===== src/hdl/frpc_pkg.sv =====
// shared types and constants for the framed packet receiver
// no dependencies
`default_nettype none

package frpc_pkg;

	localparam int unsigned BYTE_W  = 8;
	localparam int unsigned LEN_W   = 16;
	localparam int unsigned STAT_W  = 3;
	localparam int unsigned CFG_W   = 16;
	localparam int unsigned CFG_IDX_W = 1;

	localparam logic [BYTE_W-1:0] FRAME_ID_RST   = 8'h00;
	localparam logic [LEN_W-1:0]  MAX_LENGTH_RST = 16'hFFFF;

	// register indexes on the config port
	localparam logic [CFG_IDX_W-1:0] CFG_FRAME_ID   = 1'b0;
	localparam logic [CFG_IDX_W-1:0] CFG_MAX_LENGTH = 1'b1;

	typedef enum logic [4:0] {
		PH_ID     = 5'b00001,
		PH_LEN_LO = 5'b00010,
		PH_LEN_HI = 5'b00100,
		PH_DATA   = 5'b01000,
		PH_CHK    = 5'b10000
	} phase_t;

	typedef enum logic [STAT_W-1:0] {
		ST_BUSY    = 3'd0,
		ST_DONE    = 3'd1,
		ST_BAD_ID  = 3'd2,
		ST_TOOLONG = 3'd3,
		ST_BAD_SUM = 3'd4
	} status_t;

	typedef struct packed {
		logic [BYTE_W-1:0] frame_id;
		logic [LEN_W-1:0]  max_length;
	} cfg_t;

	typedef struct packed {
		status_t           status;
		logic [BYTE_W-1:0] payload_byte;
		logic              payload_valid;
		logic [LEN_W-1:0]  frame_length;
	} result_t;

endpackage

`default_nettype wire


===== src/hdl/framed_packet_receiver_checksum_top.sv =====
// an accepted item passes the input register, then the result register, before its result shows
// throughput: one item per cycle, sustained, as long as out_ready stays high
// the parse state steps once per item as it moves from the input register to the result register
// reset (arst_n low, asynchronous): both stages empty, parser waits for an id byte,
// frame_id clears to 0 and max_length sets to 65535
// top level: handshake stages and config registers around the frame parser; depends on frpc_pkg, frpc_parser
`default_nettype none

module framed_packet_receiver_checksum_top
	import frpc_pkg::*;
(
	input  wire logic                 clk,
	input  wire logic                 arst_n,
	// config write port
	input  wire logic                 cfg_we,
	input  wire logic [CFG_IDX_W-1:0] cfg_index,
	input  wire logic [CFG_W-1:0]     cfg_data,
	// input item channel
	input  wire logic                 in_valid,
	output logic                      in_ready,
	input  wire logic [BYTE_W-1:0]    rx_byte,
	// result item channel
	output logic                      out_valid,
	input  wire logic                 out_ready,
	output logic [STAT_W-1:0]         status,
	output logic [BYTE_W-1:0]         payload_byte,
	output logic                      payload_valid,
	output logic [LEN_W-1:0]          frame_length
);

	// config registers
	cfg_t cfg_q;

	// input stage
	logic              valid_s1;
	logic [BYTE_W-1:0] byte_s1;

	// result stage
	logic              valid_s2;
	result_t           res_s2;
	result_t           res_c;

	logic adv_s2;   // result register can take a new item
	logic step;     // item moves from input register to result register

	always_ff @(posedge clk or negedge arst_n) begin
		if (!arst_n) begin
			cfg_q.frame_id   <= FRAME_ID_RST;
			cfg_q.max_length <= MAX_LENGTH_RST;
		end else if (cfg_we) begin
			unique case (cfg_index)
				CFG_FRAME_ID:   cfg_q.frame_id   <= cfg_data[BYTE_W-1:0];
				CFG_MAX_LENGTH: cfg_q.max_length <= cfg_data[LEN_W-1:0];
				default: ;
			endcase
		end
	end

	// result register is empty or is being drained this cycle
	assign adv_s2   = !valid_s2 || out_ready;
	assign step     = valid_s1 && adv_s2;
	// input register takes a new item whenever it is empty or moving on
	assign in_ready = !valid_s1 || adv_s2;

	always_ff @(posedge clk or negedge arst_n) begin
		if (!arst_n)
			valid_s1 <= 1'b0;
		else if (in_ready)
			valid_s1 <= in_valid;
	end

	always_ff @(posedge clk) begin
		if (in_ready && in_valid)
			byte_s1 <= rx_byte;
	end

	// per-byte decode and frame state
	frpc_parser u_parser (
		.clk     (clk),
		.arst_n  (arst_n),
		.step    (step),
		.rx_byte (byte_s1),
		.cfg     (cfg_q),
		.res     (res_c)
	);

	always_ff @(posedge clk or negedge arst_n) begin
		if (!arst_n)
			valid_s2 <= 1'b0;
		else if (adv_s2)
			valid_s2 <= valid_s1;
	end

	always_ff @(posedge clk) begin
		if (step)
			res_s2 <= res_c;
	end

	assign out_valid     = valid_s2;
	assign status        = res_s2.status;
	assign payload_byte  = res_s2.payload_byte;
	assign payload_valid = res_s2.payload_valid;
	assign frame_length  = res_s2.frame_length;

endmodule

`default_nettype wire


===== src/hdl/frpc_parser.sv =====
// frame parser: phase, length, count and checksum state plus per-byte decode
// depends on frpc_pkg
`default_nettype none

module frpc_parser
	import frpc_pkg::*;
(
	input  wire logic              clk,
	input  wire logic              arst_n,
	input  wire logic              step,
	input  wire logic [BYTE_W-1:0] rx_byte,
	input  wire cfg_t              cfg,
	output result_t                res
);

	phase_t            phase_q, phase_d;
	logic [LEN_W-1:0]  len_q, len_d;
	logic [LEN_W-1:0]  cnt_q, cnt_d;
	logic [BYTE_W-1:0] sum_q, sum_d;
	logic [LEN_W-1:0]  full_len;
	logic [LEN_W-1:0]  cnt_inc;

	assign full_len = {rx_byte, len_q[BYTE_W-1:0]};
	assign cnt_inc  = cnt_q + LEN_W'(1);

	always_comb begin
		phase_d = phase_q;
		len_d   = len_q;
		cnt_d   = cnt_q;
		sum_d   = sum_q;
		res     = '{status: ST_BUSY, payload_byte: '0, payload_valid: 1'b0,
			frame_length: '0};
		unique case (phase_q)
			PH_LEN_LO: begin
				len_d   = LEN_W'(rx_byte);
				phase_d = PH_LEN_HI;
			end
			PH_LEN_HI: begin
				if (full_len > cfg.max_length) begin
					res.status = ST_TOOLONG;
					phase_d    = PH_ID;
					len_d      = '0;
					cnt_d      = '0;
					sum_d      = '0;
				end else begin
					len_d   = full_len;
					cnt_d   = '0;
					sum_d   = '0;
					// empty payload goes straight to the checksum byte
					phase_d = (full_len == '0) ? PH_CHK : PH_DATA;
				end
			end
			PH_DATA: begin
				sum_d             = sum_q + rx_byte;
				cnt_d             = cnt_inc;
				res.payload_byte  = rx_byte;
				res.payload_valid = 1'b1;
				if (cnt_inc == len_q)
					phase_d = PH_CHK;
			end
			PH_CHK: begin
				if (sum_q == rx_byte) begin
					res.status       = ST_DONE;
					res.frame_length = len_q;
				end else begin
					res.status = ST_BAD_SUM;
				end
				phase_d = PH_ID;
				len_d   = '0;
				cnt_d   = '0;
				sum_d   = '0;
			end
			default: begin
				// id byte, also any stray phase code
				len_d   = '0;
				cnt_d   = '0;
				sum_d   = '0;
				if (rx_byte == cfg.frame_id) begin
					phase_d = PH_LEN_LO;
				end else begin
					res.status = ST_BAD_ID;
					phase_d    = PH_ID;
				end
			end
		endcase
	end

	always_ff @(posedge clk or negedge arst_n) begin
		if (!arst_n) begin
			phase_q <= PH_ID;
			len_q   <= '0;
			cnt_q   <= '0;
			sum_q   <= '0;
		end else if (step) begin
			phase_q <= phase_d;
			len_q   <= len_d;
			cnt_q   <= cnt_d;
			sum_q   <= sum_d;
		end
	end

endmodule

`default_nettype wire


===== config.mk =====
export PLATFORM = sky130hd
export DESIGN_NAME = framed_packet_receiver_checksum_top
export DESIGN_NICKNAME = d
export VERILOG_FILES = /design/src/hdl/frpc_pkg.sv /design/src/hdl/framed_packet_receiver_checksum_top.sv /design/src/hdl/frpc_parser.sv
export SDC_FILE = /design/constraint.sdc
export NUM_CORES = 1
export LEC_CHECK = 0
export ABC_AREA = 1
export BUFFER_PORTS_ARGS = -buffer_cell sky130_fd_sc_hd__buf_2
export CAP_MARGIN = 5
export CORE_MARGIN = 2
export CORE_UTILIZATION = 51
export DETAILED_ROUTE_END_ITERATION = 8
export HOLD_SLACK_MARGIN = 0.08
export PLACE_DENSITY = 0.75
export SYNTH_ARGS = -nofsm -noshare
export SYNTH_HDL_FRONTEND = slang
export SYNTH_HIERARCHICAL = 1
export SYNTH_SLANG_ARGS = --single-unit

===== constraint.sdc =====
create_clock -name clk -period 4.5 [get_ports clk]
set_input_delay 0.9 -clock clk [delete_from_list [all_inputs] [get_ports clk]]
set_output_delay 0.9 -clock clk [all_outputs]
set_load 0.01 [all_outputs]

==> flow_summary.json, run 1 <==
{
  "cts_setup_buffers": 0,
  "synthArstFlopShare_pct": 66.4,
  "overflow": 0,
  "crit_start": "out_ready",
  "ctsLongestPathBuffers": 2,
  "syn_to_final_growth_pct": 12.2,
  "r2r-start": "u_parser/phase_q[0]",
  "rr_worst_depth": 8,
  "yosys_warnings": 6,
  "synth_top_area_cell": "dfrtp_1",
  "viasPerCell": 5.61,
  "postCtsHoldBufs": 0,
  "slowest_stage": "nor2_2",
  "htree_levels": 3,
  "antenna_found_initial": 0,
  "die_w_um": 111,
  "yosys-top-cells-area": "dfrtp_1, edfxtp_1, nand2_1, dfstp_2, nand3_1",
  "routed_wl_um": 14800,
  "final_max_slew_viol_count": 0,
  "numCtsBuffers": 9,
  "coreArea_um2": 11000,
  "cp_data_required_time_ns": 4.77,
  "max_freq_ghz": 0.354,
  "root_buffer": "clkbuf_16",
  "seq_area_frac_synth_pct": 49.6,
  "fin_crit_ns": 2.82,
  "status": "complete, no violations",
  "drive_gt1_share_pct": 17.5,
  "end_kind": "flop",
  "power_density_nw_per_um2": 327,
  "ys_seq_elements": 107,
  "crit_fanout": 16,
  "synth_area_per_cell_um2": 8.43,
  "synth_top_flop_cell": "dfrtp_1",
  "cts_tree": "yes",
  "track_usage_pct": 24.5,
  "grt_pass1_vias": 4892,
  "maxCapViolCount": 0,
  "die-area_um2": 12200,
  "cp-start-kind": "input port",
  "clk_pin_slew_ns": 0.08,
  "synth_cell_type_count": 38,
  "setup_tns_ns": 0,
  "critPathKind": "input port to flop",
  "max_stage_delay_ns": 0.60,
  "tightest_slew_ns": 1.09,
  "cp.depth": 9,
  "dr_total_vias": 5011,
  "synth-edff-count": 36,
  "die_y_um": 111,
  "clk_latency_ns": 0.35,
  "path_buf_inv": 5,
  "cts-resized-gates": 0,
  "num_antenna_cells": 0,
  "first_pass_iters": 6,
  "grt_max_degree": 48,
  "drc_errors": 0,
  "nets": 803,
  "final_area_um2": 6500,
  "yosysTopAreaCellShare_pct": 23.3,
  "finalClockSkew_ns": 0.00916,
  "rsz0062_at_grt": "false",
  "crit_path_cell_trace": "buf_2 > inv_1 > a21oi_4 > inv_1 > nor2_2 > inv_2 > nor2_2 > inv_2 > o21ai_0",
  "setup-violations-final": 0,
  "syn_inst": 688,
  "leakage_nw": 3.16,
  "cpLargestDelayFamily": "simple AND/OR/NAND/NOR gates",
  "cts.sinks": 107,
  "holdPathStages": 2,
  "dp_hpwl_um": 10900,
  "hold_class": "flop to flop",
  "io_buffers": 59,
  "start_util_pct": 52.8,
  "wl_per_cell_um": 16.5,
  "arrival_ns": 3.09,
  "irDropWorstVdd_v": 0.000214,
  "drt_iter0_markers": 490,
  "synthesis.area_um2": 5800,
  "grt_pass1_wl_um": 24000,
  "min_from": "cfg_q[8]",
  "num_io_pins": 60,
  "gp_congestion": 1.01,
  "slew_headroom_pct": 27.3,
  "synthesis.nets": 743,
  "hold_violations": 0,
  "ant_nets": 0,
  "finalCritPeriodShare_pct": 62.8,
  "rows": 38,
  "dpl_cell_area_um2": 6200
}
## Yosys cell counts, types with 2 or more instances
master	count
buf_6	5
dfrtp_1	54
o22ai_1	27
o21ai_0	12
dfstp_2	17
or2_2	2
nand3_2	4
a21oi_1	12
nand2_4	3
nand3_1	71
nand4_1	18
nor2_2	10
edfxtp_1	36
nand2_1	187
nor2_4	3
clkbuf_1	2
o21ai_1	7
buf_2	2
xor2_1	8
nor2_1	63
ha_1	24
nor3_1	4
inv_2	4
inv_1	88
buf_4	3
nand2_2	9
a31oi_1	2
## layout make-up
class / count / area [um^2]
clock buffer: 9 / 225
clock inverter: 7 / 80.1
fill: 931 / 4480
inverter: 92 / 345
multi-input combinational: 477 / 2490
sequential: 107 / 2880
tap: 140 / 175
timing repair buffer: 61 / 310
## registers in the layout, indices dropped and copies added (netlist names)
signal            flops
cfg_q                24
frame_length         16
u_parser/cnt_q       16
u_parser/len_q       16
byte_s1               8
payload_byte          8
u_parser/sum_q        8
u_parser/phase_q      5
status                3
out_valid             1
payload_valid         1
valid_s1              1
## cell families after synthesis
logic type / after synthesis / share of synthesized area [%]
adder cells (fa/ha/maj): 25 / 5.52
AND/OR/NAND/NOR: 379 / 29.4
buffers and inverters: 104 / 7.62
flip-flops: 107 / 49.6
XOR/XNOR: 9 / 1.36
AO/OA/AOI/OAI: 64 / 6.41
## worst paths after layout
| kind | end | slack (ns) |
|---|---|---|
| min in group asynchronous | u_parser/cnt_q[13] | 0.74 |
| worst max-delay path | u_parser/sum_q[0] | 1.68 |
| worst min-delay path | cfg_q[8] | 0.46 |
| max in group asynchronous | cfg_q[4] | 2.77 |
| worst max register to register | u_parser/sum_q[0] | 1.72 |
| worst min register to register | cfg_q[8] | 0.46 |
## metal layers
| layer | vias up | global-route usage (%) | wire, um | share of wire, % |
|---|---|---|---|---|
| li1 | 2386 | - | - | - |
| met1 | 2372 | 30.3 | 5910 | 40 |
| met2 | 226 | 42.0 | 7430 | 50 |
| met5 | - | 0 | 0 | 0 |
| met3 | 27 | 5.43 | 1040 | 7.1 |
| met4 | 0 | 9.00 | 395 | 2.7 |
## cells in the final DEF, fill, tap and decap left out, types with 18 or more instances in the layout
cell,instances
inv_1,88
nor2_1,63
nand3_1,71
buf_2,59
o22ai_1,27
ha_1,24
nand2_1,187
dfrtp_1,54
nand4_1,18
edfxtp_1,36
## stage by stage
step	utilization (%)	cells	setup slack (ns)	hold slack (ns)	total power, W
2_1_floorplan	-	688	0.665	0.442	0.00126
6_report	59.2	893	1.68	0.465	0.00213
3_5_place_dp	56.4	877	1.38	0.455	0.00135
4_1_cts	59.2	893	1.76	0.467	0.00214
3_3_place_gp	56.4	877	1.51	0.452	0.00134
5_1_grt	59.2	893	1.53	0.482	0.00222
## tightest hold or removal path, cell delays in order, from the launching register on
cell and delay, ns:
dfstp_2 0.37, nand2_1 0.05, nand2_1 0.04
## power breakdown
group          switching (W)  internal (W)  total [W]
Clock               0.000404      0.000398   0.000801
Combinational       0.000144     0.0000751   0.000219
Sequential         0.0000362       0.00107    0.00111
Power figures use the tool's default switching activity.
==> inputs of run 2 (changes only) <==
--- a/config.mk
+++ b/config.mk
@@ -12,7 +12,7 @@
 export CORE_UTILIZATION = 51
 export DETAILED_ROUTE_END_ITERATION = 8
 export HOLD_SLACK_MARGIN = 0.08
-export PLACE_DENSITY = 0.75
+export PLACE_DENSITY = 0.77
 export SYNTH_ARGS = -nofsm -noshare
 export SYNTH_HDL_FRONTEND = slang
 export SYNTH_HIERARCHICAL = 1
==> constraint.sdc (replaced) <==
create_clock -name clk -period 2.38 [get_ports clk]
set_input_delay 0.476 -clock clk [delete_from_list [all_inputs] [get_ports clk]]
set_output_delay 0.476 -clock clk [all_outputs]
set_load 0.01 [all_outputs]
==> flow_summary.json, run 2 (synthesis gave the netlist of run 1 again) <==
{
  "status": "complete, no violations",
  "critPathKind": "flop to flop",
  "ant_nets": 0,
  "end_kind": "flop",
  "fillerInstances": 968,
  "crit_fanout": 8,
  "htree_levels": 3,
  "fin_crit_ns": 2.21,
  "io_buffers": 59,
  "clk_pin_slew_ns": 0.07,
  "coreArea_um2": 11000,
  "slew_headroom_pct": 69.0,
  "final_cell_mix": "nand2_1, inv_1, nand3_1",
  "finalCritPeriodShare_pct": 93.0,
  "num_io_pins": 60,
  "syn_to_final_growth_pct": 13.3,
  "numCtsBuffers": 9,
  "rsz0062_at_grt": "false",
  "tightest_slew_ns": 0.465,
  "cts.sinks": 107,
  "clk_latency_ns": 0.36,
  "gp_congestion": 0.939,
  "cts_tree": "yes",
  "nets": 808,
  "drive_gt1_share_pct": 18.3,
  "start_util_pct": 52.8,
  "dp_hpwl_um": 11200,
  "dr_total_vias": 4968,
  "p_total_w": 0.00408,
  "die_w_um": 111,
  "cp_data_required_time_ns": 2.59,
  "hold_class": "input port to asynchronous set/reset pin",
  "grt_pass1_vias": 4833,
  "setup-violations-final": 0,
  "die-area_um2": 12200,
  "drc_errors": 0,
  "track_usage_pct": 24.9,
  "final_common_cell": "nand2_1",
  "maxCapViolCount": 0,
  "drt_iter0_markers": 458,
  "cts_setup_buffers": 0,
  "max_freq_ghz": 0.452,
  "rows": 38,
  "wl_per_cell_um": 16.4,
  "cp-start-kind": "flop",
  "routed_wl_um": 14700,
  "viasPerCell": 5.53,
  "final_max_slew_viol_count": 0,
  "power_density_nw_per_um2": 621,
  "root_buffer": "clkbuf_16",
  "hold_violations": 0,
  "top_register": "cfg_q",
  "largest_register_ffs": 24,
  "grt_pass1_wl_um": 24200,
  "grt_max_degree": 72,
  "finalClockSkew_ns": 0.00747,
  "arrival_ns": 2.43,
  "overflow": 0,
  "irDropWorstVdd_v": 0.000801,
  "setup_tns_ns": 0,
  "leakage_nw": 3.19,
  "first_pass_iters": 5,
  "num_antenna_cells": 0,
  "holdWs_ns": 0.122,
  "antenna_found_initial": 0,
  "die_y_um": 111,
  "ctsLongestPathBuffers": 2
}
run 2: changes by cell type in the layout (fill, tap and decap cells not counted):
cell	previous run	this run
buf_4	2	6
nand2_1	187	185
buf_12	0	1
a21oi_2	1	0
clkinv_4	0	2
a21oi_4	1	2
inv_8	2	1
clkinv_8	2	0
bufinv_16	0	1
nand2_2	9	11
run 2: worst paths after layout:
path | to | cells after the start | start | slack (ns)
hold / removal | u_parser/cnt_q[12] | 2 | arst_n | 0.12
max in group asynchronous | cfg_q[1] | 2 | arst_n | 1.89
setup reg to reg | u_parser/len_q[3] | 9 | byte_s1[1] | 0.17
setup / recovery | u_parser/len_q[3] | 9 | byte_s1[1] | 0.17
min in group clk | byte_s1[5] | 1 | rx_byte[5] | 0.29
hold reg to reg | cfg_q[3] | 2 | cfg_q[3] | 0.46
run 2: where the power goes:
group	total [W]	internal, W	switching [W]
Combinational	0.000439	0.000152	0.000287
Sequential	0.00210	0.00203	0.0000653
Clock	0.00154	0.000834	0.000710
Total	0.00408	0.00302	0.00106
run 2: layout make-up:
| cell class | instances | area [um^2] | area share [%] |
|---|---|---|---|
| Timing Repair Buffer | 66 | 360 | 5.48 |
| Clock buffer | 9 | 225 | 3.43 |
| Inverter | 92 | 345 | 5.26 |
| Sequential cell | 107 | 2880 | 43.8 |
| Tap cell | 140 | 175 | 2.67 |
| Multi-Input combinational cell | 477 | 2500 | 38.1 |
| Clock inverter | 7 | 83.8 | 1.28 |
run 2: per-layer routing:
metal,track usage [%],up-vias,share of wire [%],wire length [um]
li1,-,2396,-,-
met1,32.3,2346,42,6210
met2,41.5,199,49,7230
met3,6.70,27,6.9,1020
met4,6.83,0,1.9,284
met5,0,-,0,0
run 2: per-stage QoR:
step	setup WS (ns)	instances	cell area, um^2	utilization (%)
3_5_place_dp	0.111	882	6250	56.9
6_report	0.165	898	6570	59.8
2_1_floorplan	0.0996	688	5810	-
5_1_grt	0.0163	898	6570	59.8
4_1_cts	0.0979	898	6560	59.7
3_3_place_gp	0.199	882	6250	56.9
run 2: critical path, cell delays in order, from the launching register on:
cell and delay (ns):
edfxtp_1 0.56, ha_1 0.38, a21oi_1 0.06, nand3b_1 0.15, a21oi_1 0.13, nor2_1 0.07, nand2_1 0.11, nand2_1 0.15
a21oi_4 0.29, o22ai_1 0.15
run 2: timing repair:
action,4_1_cts,5_1_grt
hold buffers,0,0
gates resized for setup,0,3
endpoints found under the setup margin,0,26
